===== src/hdl/psu_pkg.sv =====
`timescale 1ns / 1ps
// ----------------------------------------------------------------------------
// psu_pkg: shared types and constants of the particle swarm update unit
// Field widths, arithmetic constants, register indexes and the stored particle
// record.
// ----------------------------------------------------------------------------
package psu_pkg;

  localparam int POS_W   = 5;
  localparam int VEL_W   = 9;
  localparam int CFG_W   = 10;
  localparam int RAND_W  = 7;
  localparam int INDEX_W = 4;
  localparam int ACC_W   = 28;
  localparam int MUL_A_W = 18;
  localparam int MUL_B_W = 15;
  localparam int PROD_W  = MUL_A_W + MUL_B_W;

  localparam logic [POS_W-1:0] POS_MAX   = 5'd31;
  localparam logic [7:0]       VEL_LIMIT = 8'd255;

  // Velocity is (sum / 25600), done as (|sum| >> 10) / 25.
  localparam logic [MUL_B_W-1:0] HUNDRED   = 15'd100;
  localparam logic [MUL_B_W-1:0] RECIP_25  = 15'd5243;  // 2^17 / 25, rounded up
  localparam int                 RECIP_SH  = 17;
  localparam logic [ACC_W-1:0]   SAT_LEVEL = 28'd6528000;  // 255 * 25600

  localparam logic MODE_LOAD   = 1'b0;
  localparam logic MODE_UPDATE = 1'b1;

  localparam logic [1:0] REG_INERTIA = 2'd0;
  localparam logic [1:0] REG_OWN     = 2'd1;
  localparam logic [1:0] REG_SWARM   = 2'd2;

  localparam logic [CFG_W-1:0] INERTIA_RESET = 10'd128;
  localparam logic [CFG_W-1:0] OWN_RESET     = 10'd384;
  localparam logic [CFG_W-1:0] SWARM_RESET   = 10'd384;

  typedef struct packed {
    logic [POS_W-1:0]        pos;
    logic signed [VEL_W-1:0] vel;
    logic [POS_W-1:0]        pbest;
  } particle_t;

endpackage


===== src/hdl/particle_swarm_update_unit.sv =====
`timescale 1ns / 1ps
// ----------------------------------------------------------------------------
// particle_swarm_update_unit: integer particle swarm step engine
// Holds a swarm of particles and the global best, and performs load and
// velocity/position update requests one at a time on a shared multiplier.
// ----------------------------------------------------------------------------
// Usage:
//   Input channel (in_valid/in_ready) carries one request. mode 0 loads a
//   particle, mode 1 updates it with the two random hundredths. Every request
//   returns exactly one result on the output channel (out_valid/out_ready).
//   The user must write configuration registers (inertia, own pull, swarm pull)
//   via cfg_write/cfg_index/cfg_data while no request is in flight (unchecked).
// Timing:
//   A load goes from acceptance straight to write-back (S_FIN); an update first
//   steps S_READ to S_DIV, running six products and one reciprocal division
//   product through a single 18x15 multiplier, one per cycle, plus the particle
//   memory read and a final write-back. in_ready returns as the result register
//   is loaded, so each request finishes before the next one is accepted.
// Reset and stalls:
//   Reset restores the register defaults and clears the global best; particle
//   records hold nothing until loaded. If the receiver stalls, a finished
//   result waits in the output register while the next request is accepted
//   and computed; the engine then holds in its last step until the output
//   register frees up.
// ----------------------------------------------------------------------------
module particle_swarm_update_unit #(
  parameter int PARTICLES = 16
) (
  input  logic                           clk,
  input  logic                           rst,
  // configuration
  input  logic                           cfg_write,
  input  logic [1:0]                     cfg_index,
  input  logic [psu_pkg::CFG_W-1:0]      cfg_data,
  // request channel
  input  logic                           in_valid,
  output logic                           in_ready,
  input  logic                           mode,
  input  logic [psu_pkg::INDEX_W-1:0]    particle_index,
  input  logic [psu_pkg::POS_W-1:0]      start_position,
  input  logic signed [2:0]              start_velocity,
  input  logic [psu_pkg::RAND_W-1:0]     rand_own,
  input  logic [psu_pkg::RAND_W-1:0]     rand_swarm,
  // result channel
  output logic                           out_valid,
  input  logic                           out_ready,
  output logic [psu_pkg::POS_W-1:0]      new_position,
  output logic signed [psu_pkg::VEL_W-1:0] new_velocity,
  output logic [psu_pkg::POS_W-1:0]      personal_best,
  output logic [psu_pkg::POS_W-1:0]      swarm_best,
  output logic [9:0]                     swarm_best_value
);

  import psu_pkg::*;

  localparam int IDX_W = (PARTICLES > 1) ? $clog2(PARTICLES) : 1;

  localparam logic [3:0] S_IDLE = 4'd0;
  localparam logic [3:0] S_READ = 4'd1;  // memory read, w * 100
  localparam logic [3:0] S_T0   = 4'd2;  // inertia term
  localparam logic [3:0] S_K1   = 4'd3;  // a1 * r1
  localparam logic [3:0] S_T1   = 4'd4;  // personal term
  localparam logic [3:0] S_K2   = 4'd5;  // a2 * r2
  localparam logic [3:0] S_T2   = 4'd6;  // swarm term
  localparam logic [3:0] S_ABS  = 4'd7;  // sum, magnitude, saturation check
  localparam logic [3:0] S_DIV  = 4'd8;  // divide by 25 via reciprocal
  localparam logic [3:0] S_FIN  = 4'd9;  // write back and load result

  // Index wrap by restoring subtraction of the particle count.
  function automatic logic [IDX_W-1:0] wrap_index(input logic [INDEX_W-1:0] raw);
    logic [10:0] rem;
    rem = {7'b0, raw};
    for (int k = 3; k >= 0; k--) begin
      if (rem >= 11'(PARTICLES << k)) begin
        rem = rem - 11'(PARTICLES << k);
      end
    end
    return rem[IDX_W-1:0];
  endfunction

  logic [3:0]                state;
  logic [CFG_W-1:0]          inertia;
  logic [CFG_W-1:0]          own_pull;
  logic [CFG_W-1:0]          swarm_pull;
  logic [POS_W-1:0]          gbest;

  logic                      mode_r;
  logic [IDX_W-1:0]          idx_r;
  logic [POS_W-1:0]          start_pos_r;
  logic signed [2:0]         start_vel_r;
  logic [RAND_W-1:0]         r1_r;
  logic [RAND_W-1:0]         r2_r;

  logic signed [PROD_W-1:0]  prod;
  logic signed [ACC_W-1:0]   acc;
  logic [ACC_W-1:0]          mag;
  logic                      neg;
  logic                      sat;

  logic signed [MUL_A_W-1:0] mul_a;
  logic signed [MUL_B_W-1:0] mul_b;
  logic signed [ACC_W-1:0]   sum;
  logic [ACC_W-1:0]          sum_mag;

  particle_t                 rd_rec;
  particle_t                 wr_rec;
  logic                      in_fire;
  logic                      fin_fire;

  logic signed [5:0]         own_diff;
  logic signed [5:0]         swarm_diff;
  logic [7:0]                quot;
  logic signed [VEL_W-1:0]   vel_upd;
  logic signed [9:0]         pos_sum;
  logic [POS_W-1:0]          pos_upd;
  logic [POS_W-1:0]          pos_load;
  logic [POS_W-1:0]          pbest_next;
  logic [POS_W-1:0]          gbest_next;

  assign in_ready = (state == S_IDLE);
  assign in_fire  = in_valid && in_ready;
  assign fin_fire = (state == S_FIN) && (!out_valid || out_ready);

  psu_ram #(
    .WIDTH ($bits(particle_t)),
    .DEPTH (PARTICLES),
    .ADDR_W(IDX_W)
  ) u_ram (
    .clk  (clk),
    .we   (fin_fire),
    .waddr(idx_r),
    .wdata(wr_rec),
    .re   (in_fire),
    .raddr(wrap_index(particle_index)),
    .rdata(rd_rec)
  );

  // The memory output holds the record read at acceptance for the whole request.
  assign own_diff   = $signed({1'b0, rd_rec.pbest}) - $signed({1'b0, rd_rec.pos});
  assign swarm_diff = $signed({1'b0, gbest}) - $signed({1'b0, rd_rec.pos});

  always_comb begin
    mul_a = {8'b0, inertia};
    mul_b = HUNDRED;
    case (state)
      S_READ: begin
        mul_a = {8'b0, inertia};
        mul_b = HUNDRED;
      end
      S_T0: begin
        mul_a = prod[MUL_A_W-1:0];
        mul_b = {{(MUL_B_W-VEL_W){rd_rec.vel[VEL_W-1]}}, rd_rec.vel};
      end
      S_K1: begin
        mul_a = {8'b0, own_pull};
        mul_b = {8'b0, r1_r};
      end
      S_T1: begin
        mul_a = prod[MUL_A_W-1:0];
        mul_b = {{(MUL_B_W-6){own_diff[5]}}, own_diff};
      end
      S_K2: begin
        mul_a = {8'b0, swarm_pull};
        mul_b = {8'b0, r2_r};
      end
      S_T2: begin
        mul_a = prod[MUL_A_W-1:0];
        mul_b = {{(MUL_B_W-6){swarm_diff[5]}}, swarm_diff};
      end
      S_DIV: begin
        mul_a = {1'b0, mag[26:10]};
        mul_b = RECIP_25;
      end
      default: begin
        mul_a = {8'b0, inertia};
        mul_b = HUNDRED;
      end
    endcase
  end

  assign sum     = acc + $signed(prod[ACC_W-1:0]);
  assign sum_mag = sum[ACC_W-1] ? ACC_W'(-sum) : ACC_W'(sum);

  // Final velocity, position and bests.
  assign quot     = sat ? VEL_LIMIT : prod[RECIP_SH+7:RECIP_SH];
  assign vel_upd  = neg ? -$signed({1'b0, quot}) : $signed({1'b0, quot});
  assign pos_sum  = $signed({5'b0, rd_rec.pos}) + 10'(vel_upd);
  assign pos_load = (start_pos_r > POS_MAX) ? POS_MAX : start_pos_r;

  always_comb begin
    if (pos_sum < 0) begin
      pos_upd = '0;
    end else if (pos_sum > $signed({5'b0, POS_MAX})) begin
      pos_upd = POS_MAX;
    end else begin
      pos_upd = pos_sum[POS_W-1:0];
    end

    if (mode_r == MODE_LOAD) begin
      wr_rec.pos   = pos_load;
      wr_rec.vel   = VEL_W'(start_vel_r);
      pbest_next   = pos_load;
    end else begin
      wr_rec.pos   = pos_upd;
      wr_rec.vel   = vel_upd;
      pbest_next   = (pos_upd > rd_rec.pbest) ? pos_upd : rd_rec.pbest;
    end
    wr_rec.pbest = pbest_next;
    gbest_next   = (pbest_next > gbest) ? pbest_next : gbest;
  end

  // Control and configuration.
  always_ff @(posedge clk) begin
    if (rst) begin
      state      <= S_IDLE;
      inertia    <= INERTIA_RESET;
      own_pull   <= OWN_RESET;
      swarm_pull <= SWARM_RESET;
      gbest      <= '0;
      out_valid  <= 1'b0;
    end else begin
      if (cfg_write) begin
        case (cfg_index)
          REG_INERTIA: inertia    <= cfg_data;
          REG_OWN:     own_pull   <= cfg_data;
          REG_SWARM:   swarm_pull <= cfg_data;
          default: ;
        endcase
      end

      if (fin_fire) begin
        out_valid <= 1'b1;
      end else if (out_ready) begin
        out_valid <= 1'b0;
      end

      case (state)
        S_IDLE: begin
          if (in_fire) begin
            state <= (mode == MODE_LOAD) ? S_FIN : S_READ;
          end
        end
        S_READ: state <= S_T0;
        S_T0:   state <= S_K1;
        S_K1:   state <= S_T1;
        S_T1:   state <= S_K2;
        S_K2:   state <= S_T2;
        S_T2:   state <= S_ABS;
        S_ABS:  state <= S_DIV;
        S_DIV:  state <= S_FIN;
        S_FIN: begin
          if (fin_fire) begin
            gbest <= gbest_next;
            state <= S_IDLE;
          end
        end
        default: state <= S_IDLE;
      endcase
    end
  end

  // Datapath registers.
  always_ff @(posedge clk) begin
    if (in_fire) begin
      mode_r      <= mode;
      idx_r       <= wrap_index(particle_index);
      start_pos_r <= start_position;
      start_vel_r <= start_velocity;
      r1_r        <= rand_own;
      r2_r        <= rand_swarm;
    end

    case (state)
      S_READ, S_T0, S_K1, S_T1, S_K2, S_T2, S_DIV: begin
        prod <= mul_a * mul_b;
      end
      default: ;
    endcase

    if (state == S_K1) begin
      acc <= $signed(prod[ACC_W-1:0]);
    end else if (state == S_K2) begin
      acc <= sum;
    end

    if (state == S_ABS) begin
      neg <= sum[ACC_W-1];
      mag <= sum_mag;
      sat <= (sum_mag >= SAT_LEVEL);
    end

    if (fin_fire) begin
      new_position     <= wr_rec.pos;
      new_velocity     <= wr_rec.vel;
      personal_best    <= wr_rec.pbest;
      swarm_best       <= gbest_next;
      swarm_best_value <= 10'({5'b0, gbest_next} * {5'b0, gbest_next});
    end
  end

  // The global best never falls outside of reset.
  assert property (@(posedge clk) disable iff (rst)
    !$past(rst) |-> gbest >= $past(gbest))
    else $error("global best decreased");

  // A result's personal best is at least its position and at most the swarm best.
  assert property (@(posedge clk) disable iff (rst)
    out_valid |-> (personal_best >= new_position) && (personal_best <= swarm_best))
    else $error("result bests inconsistent");

  // The fitness output is the square of the reported swarm best.
  assert property (@(posedge clk) disable iff (rst)
    out_valid |-> swarm_best_value == 10'({5'b0, swarm_best} * {5'b0, swarm_best}))
    else $error("swarm best value mismatch");

endmodule


===== src/hdl/psu_ram.sv =====
`timescale 1ns / 1ps
// ----------------------------------------------------------------------------
// psu_ram: generic single-port-write, single-port-read memory
// One write and one registered read per cycle.
// ----------------------------------------------------------------------------
module psu_ram #(
  parameter int WIDTH = 8,
  parameter int DEPTH = 16,
  parameter int ADDR_W = (DEPTH > 1) ? $clog2(DEPTH) : 1
) (
  input  logic              clk,
  input  logic              we,
  input  logic [ADDR_W-1:0] waddr,
  input  logic [WIDTH-1:0]  wdata,
  input  logic              re,
  input  logic [ADDR_W-1:0] raddr,
  output logic [WIDTH-1:0]  rdata
);

  logic [WIDTH-1:0] mem [DEPTH];

  always_ff @(posedge clk) begin
    if (we) begin
      mem[waddr] <= wdata;
    end
    if (re) begin
      rdata <= mem[raddr];
    end
  end

endmodule

===== config.mk =====
export PLATFORM = sky130hd
export DESIGN_NAME = particle_swarm_update_unit
export DESIGN_NICKNAME = d
export VERILOG_FILES = /design/src/hdl/psu_pkg.sv /design/src/hdl/particle_swarm_update_unit.sv /design/src/hdl/psu_ram.sv
export SDC_FILE = /design/constraint.sdc
export NUM_CORES = 1
export LEC_CHECK = 0
export BUFFER_PORTS_ARGS = -buffer_cell sky130_fd_sc_hd__clkbuf_2
export CAP_MARGIN = 20
export CORE_UTILIZATION = 45
export DETAILED_ROUTE_END_ITERATION = 8
export GPL_TIMING_DRIVEN = 0
export SLEW_MARGIN = 40
export SYNTH_ARGS = -nofsm -noshare
export SYNTH_HDL_FRONTEND = slang
export SYNTH_HIERARCHICAL = 1
export SYNTH_SLANG_ARGS = --single-unit

===== constraint.sdc =====
create_clock -name clk -period 15.05 [get_ports clk]
set_clock_uncertainty 0.1 [all_clocks]
set_input_delay 2.2575 -clock clk [delete_from_list [all_inputs] [get_ports clk]]
set_output_delay 2.2575 -clock clk [all_outputs]
set_load 0.02 [all_outputs]

==> results of run 1 <==
==> routing by layer <==
layer,up-vias,share of wire (%)
met4,2,3.6
met3,142,6.2
met2,637,49
li1,9256,-
met1,10300,41
met5,-,0.0098
==> power by group through the flow <==
stage               sequential (mW)  combinational (mW)  clock [mW]
floorplan                      1.81                1.97           0
detailed placement             1.87                2.70           0
CTS                            1.84                2.73        1.30
finish                         1.84                2.74        1.27
global placement               1.87                2.64           0
global route                   1.85                3.05        1.35
==> worst reg2reg max path: cells and delay by family, from the launching register on <==
family	cells	cell delay (ns)
AO/OA/AOI/OAI	19	4.43
adder cells (fa/ha/maj)	8	2.93
AND/OR/NAND/NOR	7	1.22
buffers and inverters	4	0.75
flip-flops	1	0.48
multiplexers	2	0.41
==> how the worst max path moves through the flow <==
stage | startpoint | to | slack, ns | cells past startpoint
after floorplan | sat | swarm_best_value[9] | 5.71 | 40
after global placement | prod[17] | swarm_best_value[9] | 4.01 | 41
after detailed placement | prod[17] | swarm_best_value[9] | 4.39 | 42
after CTS | prod[17] | swarm_best_value[9] | 4.31 | 42
after global routing | prod[17] | swarm_best_value[9] | 3.72 | 41
final | prod[17] | swarm_best_value[9] | 4.45 | 40
==> cell usage in the layout (no fill, tap or decap), types with 46 or more instances in the layout <==
master       n
ha_1       141
edfxtp_1   457
mux4_2      76
xnor2_1     65
nor2_1     164
nand2_1    247
clkbuf_2    78
clkbuf_16   55
clkbuf_1    82
o21ai_0     46
fa_1       230
a21oi_1     71
inv_1      311
a22oi_1     55
==> cells by family (layout without fill, tap and decap cells) <==
family / Yosys count / after routing / synth area share (%)
xor gates and xnor gates: 94 / 94 / 2.67
adders and majority gates: 371 / 371 / 20.4
buffers and inverters: 410 / 618 / 5.19
muxes: 119 / 119 / 6.91
AOI/OAI and AO/OA: 400 / 400 / 9.14
and+or+nand+nor: 619 / 619 / 8.99
other: 1 / 1 / 0.0120
DFF: 497 / 497 / 46.6
==> state kept, by name (all words and copies together), names as in the netlist, 7 cells and up <==
register / flops
own_pull: 10
new_velocity: 9
prod: 28
swarm_best_value: 8
u_ram/mem: 304
swarm_pull: 10
u_ram/rdata: 19
acc: 28
inertia: 10
r1_r: 7
r2_r: 7
mag: 17
==> cell type report <==
cell class	instances	area, µm²	share of cell area, %
sequential	497	14500	41.4
inverter	317	1190	3.40
buffer	93	427	1.22
timing repair buffer	108	802	2.29
multi-input combinational	1604	15200	43.5
clock inverter	26	243	0.693
tap	931	1160	3.32
clock buffer	74	1450	4.13
==> results by group, run 1 <==
Floorplanning
  • Initial Util: 45.4%
  • Die height: 265 µm
  • Top Ports: 80
  • Chip width: 265 µm
  • Row count: 96
  • Die area: 70,300 µm²
  • Core Area: 68,600 µm²

Detailed routing
  • DRC viols: 0
  • Final WL: 81,900 µm
  • Vias/cell: 5.58
  • Post-route ant nets: 0
  • Wire per inst: 22.4 µm
  • Total number of vias: 20,400
  • 1st-iter DRT viols: 1,641
  • Drt first pass iters: 9

Power
  • VDD IR max: 0.000118 V
  • Switching Power: 2.36 mW
  • P per Cell Area: 167 nW/µm²
  • P_int: 3.50 mW
  • Clk pwr share: 21.7%
  • Comb pwr share: 46.8%
  • Power, Total: 5.86 mW
  • P_leak: 13.5 nW
  • Seq pwr share: 31.5%
  • Net switching fraction of the power: 40.3%

Logic synthesis
  • Top cell type's share of synthesized area: 44.1%
  • Post-synth EDFFs: 457
  • Mapped Cells: 2,511
  • Yosys top cell by area: edfxtp_1
  • Count leader, synth: edfxtp_1
  • Post-Syn Nets: 2,926
  • Register area share after synthesis: 46.6%
  • Ranking of synthesized cells by area: edfxtp_1 (44%), fa_1 (15%), ha_1 (5.7%)
  • Count of cell types in the netlist: 92
  • Synth warn: 6
  • Area of the mapped netlist: 31,100 µm²
  • Prevailing post-synth register cell: edfxtp_1
  • Avg Cell Area, Syn: 12.4 µm²
  • FF+latch count, synth: 497
  • Most frequent cells after synthesis: edfxtp_1 (457), inv_1 (311), nand2_1 (247)
  • Post-synth ARST share: 0%

Setup path
  • Critical Path RT: 15.27 ns
  • Critical path endpoint category: flip-flop
  • Register-to-register setup slack: 4.45 ns
  • Critical Path Start Type: flip-flop
  • Crit path kind: reg -> reg
  • Critical-path top delay cell: a21oi_4
  • WP buf/inv: 4
  • Cells on worst reg2reg path: 40
  • RR Endpoint: swarm_best_value[9]
  • Worst R2R Start: prod[17]
  • Worst EP arrival: 10.83 ns
  • Most used cell, CP: o21a_1
  • Cell family with most CP delay: compound AO/OA/AOI/OAI gates
  • CP Max Fanout: 18
  • Max stage delay on crit path: 0.56 ns

Timing
  • Minimum clock period after layout: 10.60 ns
  • Unrepaired setup endpoints after global routing: false
  • Final hold slack: 0.370 ns
  • Max Slew Vio Count: 0
  • Final hold vios: 0
  • Setup ws final: 4.45 ns
  • Final period utilization: 70.5%
  • Fmax: 0.0943 GHz
  • TNS Setup: 0 ns
  • Max-slew headroom: 40.0%
  • Final setup viols: 0
  • Slew @ Worst Pin: 0.891 ns

Global route
  • Most Used Layer, Global Route: met2
  • Vias in the first global route: 21,100
  • First-pass GRT wire length: 126,000 µm
  • Initial antenna violation count: 1
  • Grt met3 use: 3.92%
  • Largest net degree at the start of global routing: 41
  • GRT overflow: 0
  • Met2 Usage GRT: 40.1%
  • Met1 GRT Util: 31.4%
  • GR Util All Layers: 23.9%

Layout
  • ANT cells: 0
  • Nets: 3,091
  • Fin util: 51.1%
  • Design area: 35,000 µm²
  • Share of layout cells above drive strength 1: 13.1%
  • Area added between synthesis and finish: 12.5%
  • Post-route non-filler standard cell count: 3,650
  • Filler cell count: 5,957

Clock tree
  • CTS buffer count: 55
  • Hold-fix buffers, CTS: 0
  • # resized after CTS: 0
  • Clk slew on worst S/H paths: 0.06 ns
  • Buffer count from post-CTS setup fixing: 0
  • Worst-Skew Late Latency: 0.63 ns
  • CTS Buffer Depth: 3
  • H-tree depth: 2
  • CTS tree: yes
  • CTS Sinks: 497
  • Root buf cell: clkbuf_16

Flow run
  • Maxcap violations: 0

Placed design
  • DP Wirelength: 62,400 µm
  • Dpl ws: 4.39 ns
  • Placed Area: 33,300 µm²
  • IO Port Bufs: 77
  • Gpl congestion: 0.925
  • Placed insts: 3,550

Hold path
  • Hold_sp: swarm_pull[8]
  • Worst hold stages: 1
  • Worst min-delay path category: reg -> reg
  • Hold Path End: swarm_pull[8]

Run status
  • Status: completed
Power figures use the tool's default switching activity.
==> inputs of run 2 (changes only) <==
- clock period: 15.05 -> 10.39 ns (I/O delays scaled with it)
==> run 2 against run 1 <==
First-iteration DRC count shrank 5.7%. Critical path depth is 15 lower. Core utilization grew 0.11 points. Global-route usage hardly changed. Sequential share of layout area down 0.090 points.
==> results by group, run 2 (synthesized netlist as in run 1, its figures left out) <==
Timing
  • Final setup viols: 0 (unchanged)
  • Fmax: 0.101 GHz (+7.0%)
  • Final hold vios: 0 (unchanged)
  • Minimum clock period after layout: 9.91 ns (-0.690 ns)
  • Slew @ Worst Pin: 0.888 ns (-0.00320 ns)
  • Max Slew Vio Count: 0 (unchanged)
  • Final hold slack: 0.370 ns (-0.0000350 ns)
  • Unrepaired setup endpoints after global routing: false
  • Final period utilization: 95.4% (+25 points)
  • Max-slew headroom: 40.2% (+0.22 points)

Floorplanning
  • Row count: 96 (unchanged)
  • Die area: 70,300 µm² (unchanged)
  • Top Ports: 80 (unchanged)
  • Chip width: 265 µm (unchanged)
  • Core Area: 68,600 µm² (unchanged)
  • Die height: 265 µm (unchanged)
  • Initial Util: 45.4% (unchanged)

Setup path
  • RR Endpoint: prod[27]
  • Crit path kind: reg -> reg
  • Cells on worst reg2reg path: 25 (-38%)
  • CP Max Fanout: 10 (-8)
  • Worst EP arrival: 10.16 ns (-0.67 ns)
  • Critical path endpoint category: flip-flop
  • Worst R2R Start: state[2]
  • Critical Path RT: 10.63 ns (-4.64 ns)
  • Register-to-register setup slack: 0.48 ns (-3.97 ns)
  • Critical Path Start Type: flip-flop

Layout
  • Nets: 3,097 (+0.19%)
  • Area added between synthesis and finish: 12.8%
  • Share of layout cells above drive strength 1: 13.6% (+0.48 points)
  • Commonest cells after routing, fill and taps aside: edfxtp_1 (457), inv_1 (311), nand2_1 (247)
  • Max FFs per register: 304 (unchanged)
  • ANT cells: 0 (unchanged)
  • Filler cell count: 5,960 (+0.050%)
  • Biggest register: u_ram/mem
  • Commonest non-fill, non-tap cell in the layout: edfxtp_1
  • Design area: 35,100 µm² (+0.22%)
  • FF/Latch Area: 14,500 µm² (unchanged)
  • Fin util: 51.2% (+0.11 points)
  • Area of the multi-input gates: 15,300 µm² (about the same)
  • Largest regs: u_ram/mem x304, acc x28, prod x28

Flow run
  • Maxcap violations: 0 (unchanged)

Detailed routing
  • Final WL: 82,000 µm (about the same)
  • Wire per inst: 22.4 µm (-0.10%)
  • Total number of vias: 20,500 (+0.48%)
  • Vias/cell: 5.60 (+0.32%)
  • DRC viols: 0 (unchanged)
  • Post-route ant nets: 0 (unchanged)
  • 1st-iter DRT viols: 1,548 (-5.7%)
  • Drt first pass iters: 9 (unchanged)

Power
  • Power, Total: 8.50 mW (+45%)
  • P_leak: 13.6 nW (+0.34%)
  • VDD IR max: 0.000170 V (+45%)
  • Switching Power: 3.42 mW (+45%)
  • Net switching fraction of the power: 40.3% (about the same)
  • Seq pwr share: 31.4% (about the same)
  • P_int: 5.07 mW (+45%)
  • P per Cell Area: 242 nW/µm² (+45%)
  • Comb pwr share: 46.9% (about the same)
  • Clk pwr share: 21.7% (about the same)

Placed design
  • IO Port Bufs: 77 (unchanged)
  • Placed Area: 33,300 µm² (unchanged)
  • DP Wirelength: 62,400 µm (unchanged)
  • Gpl congestion: 0.925 (unchanged)

Clock tree
  • Root buf cell: clkbuf_16
  • Clk slew on worst S/H paths: 0.06 ns (about the same)
  • CTS Buffer Depth: 3 (unchanged)
  • CTS Sinks: 497 (unchanged)
  • Worst-Skew Late Latency: 0.62 ns (about the same)
  • Hold-fix buffers, CTS: 0 (unchanged)
  • CTS buffer count: 55 (unchanged)
  • CTS tree: yes
  • H-tree depth: 2 (unchanged)

Run status
  • Status: completed

Global route
  • Largest net degree at the start of global routing: 41 (unchanged)
  • First-pass GRT wire length: 126,000 µm (about the same)
  • Initial antenna violation count: 1 (unchanged)
  • Vias in the first global route: 21,100 (+0.057%)
  • GRT overflow: 0 (unchanged)
  • GR Util All Layers: 23.9% (about the same)

Hold path
  • Worst hold stages: 1 (unchanged)
  • Worst min-delay path category: reg -> reg
  • Hold Path End: swarm_pull[8]
  • Hold_sp: swarm_pull[8]
==> run 2: changes by cell type in the layout (fill, tap and decap cells not counted), sizes merged <==
cell / before / now
buf: 60 / 65
clkbuf: 215 / 216
==> run 2: per-layer routing <==
layer  track usage (%)  vias to the layer above  share of wire [%]
met2              40.1                      639                 49
met3              3.93                      143                6.2
met1              31.4                    10400                 41
li1                  -                     9280                  -
met5                 0                        -             0.0098
met4              8.28                        2                3.7
==> run 2: worst max-delay path by stage <==
stage	cells past startpoint	slack, ns	start	endpoint
floorplan	40	1.05	sat	swarm_best_value[9]
global placement	41	-0.65	prod[17]	swarm_best_value[9]
detailed placement	42	-0.27	prod[17]	swarm_best_value[9]
CTS	38	0.07	prod[19]	swarm_best_value[9]
global route	39	0.01	prod[19]	swarm_best_value[9]
finish	25	0.48	state[2]	prod[27]
==> run 2: stage by stage <==
stage                     instances  setup WS (ns)  setup TNS, ns
after floorplan                2511           1.05              0
after global placement         3519         -0.647          -2.38
after detailed placement       3550         -0.274         -0.523
after CTS                      3652         0.0694              0
after global routing           3656         0.0145              0
final                          3656          0.475              0
==> run 2: area by class of cell <==
class	instances	area share [%]
multi-input cells	1604	43.4
flip-flops and latches	497	41.4
clock buffers	74	4.12
inverters	317	3.39
well taps	931	3.32
repair buffers	115	2.47
plain buffers	92	1.21
clock inverters	26	0.691
==> run 2: critical path, cell delays in order (launching register included) <==
cell	delay [ns]
dfxtp_1	0.40
clkbuf_1	0.36
nand2_1	0.25
nor3_2	0.50
clkbuf_1	0.71
a22oi_1	0.42
nand3_1	0.53
clkbuf_1	0.49
nand2_1	0.16
fa_1	0.56
inv_1	0.05
fa_1	0.52
inv_1	0.05
fa_1	0.49
inv_1	0.04
fa_1	0.46
fa_1	0.52
fa_1	0.55
ha_1	0.41
nor4_1	0.28
o21bai_1	0.15
a31oi_1	0.28
a21oi_1	0.26
a221o_1	0.41
o41ai_2	0.45
xnor2_1	0.20
==> run 2: what timing repair did <==
action,4_1_cts,5_1_grt
pin swaps,2,4
setup buffers,2,5
gates resized for setup,3,6
setup endpoints to repair,3,6
==> run 2: power by group through the flow <==
stage          registers, mW  logic [mW]  clock network [mW]
2_1_floorplan           2.63        2.85                   0
4_1_cts                 2.67        3.96                1.88
5_1_grt                 2.67        4.43                1.96
3_5_place_dp            2.71        3.91                   0
3_3_place_gp            2.71        3.83                   0
6_report                2.67        3.99                1.84
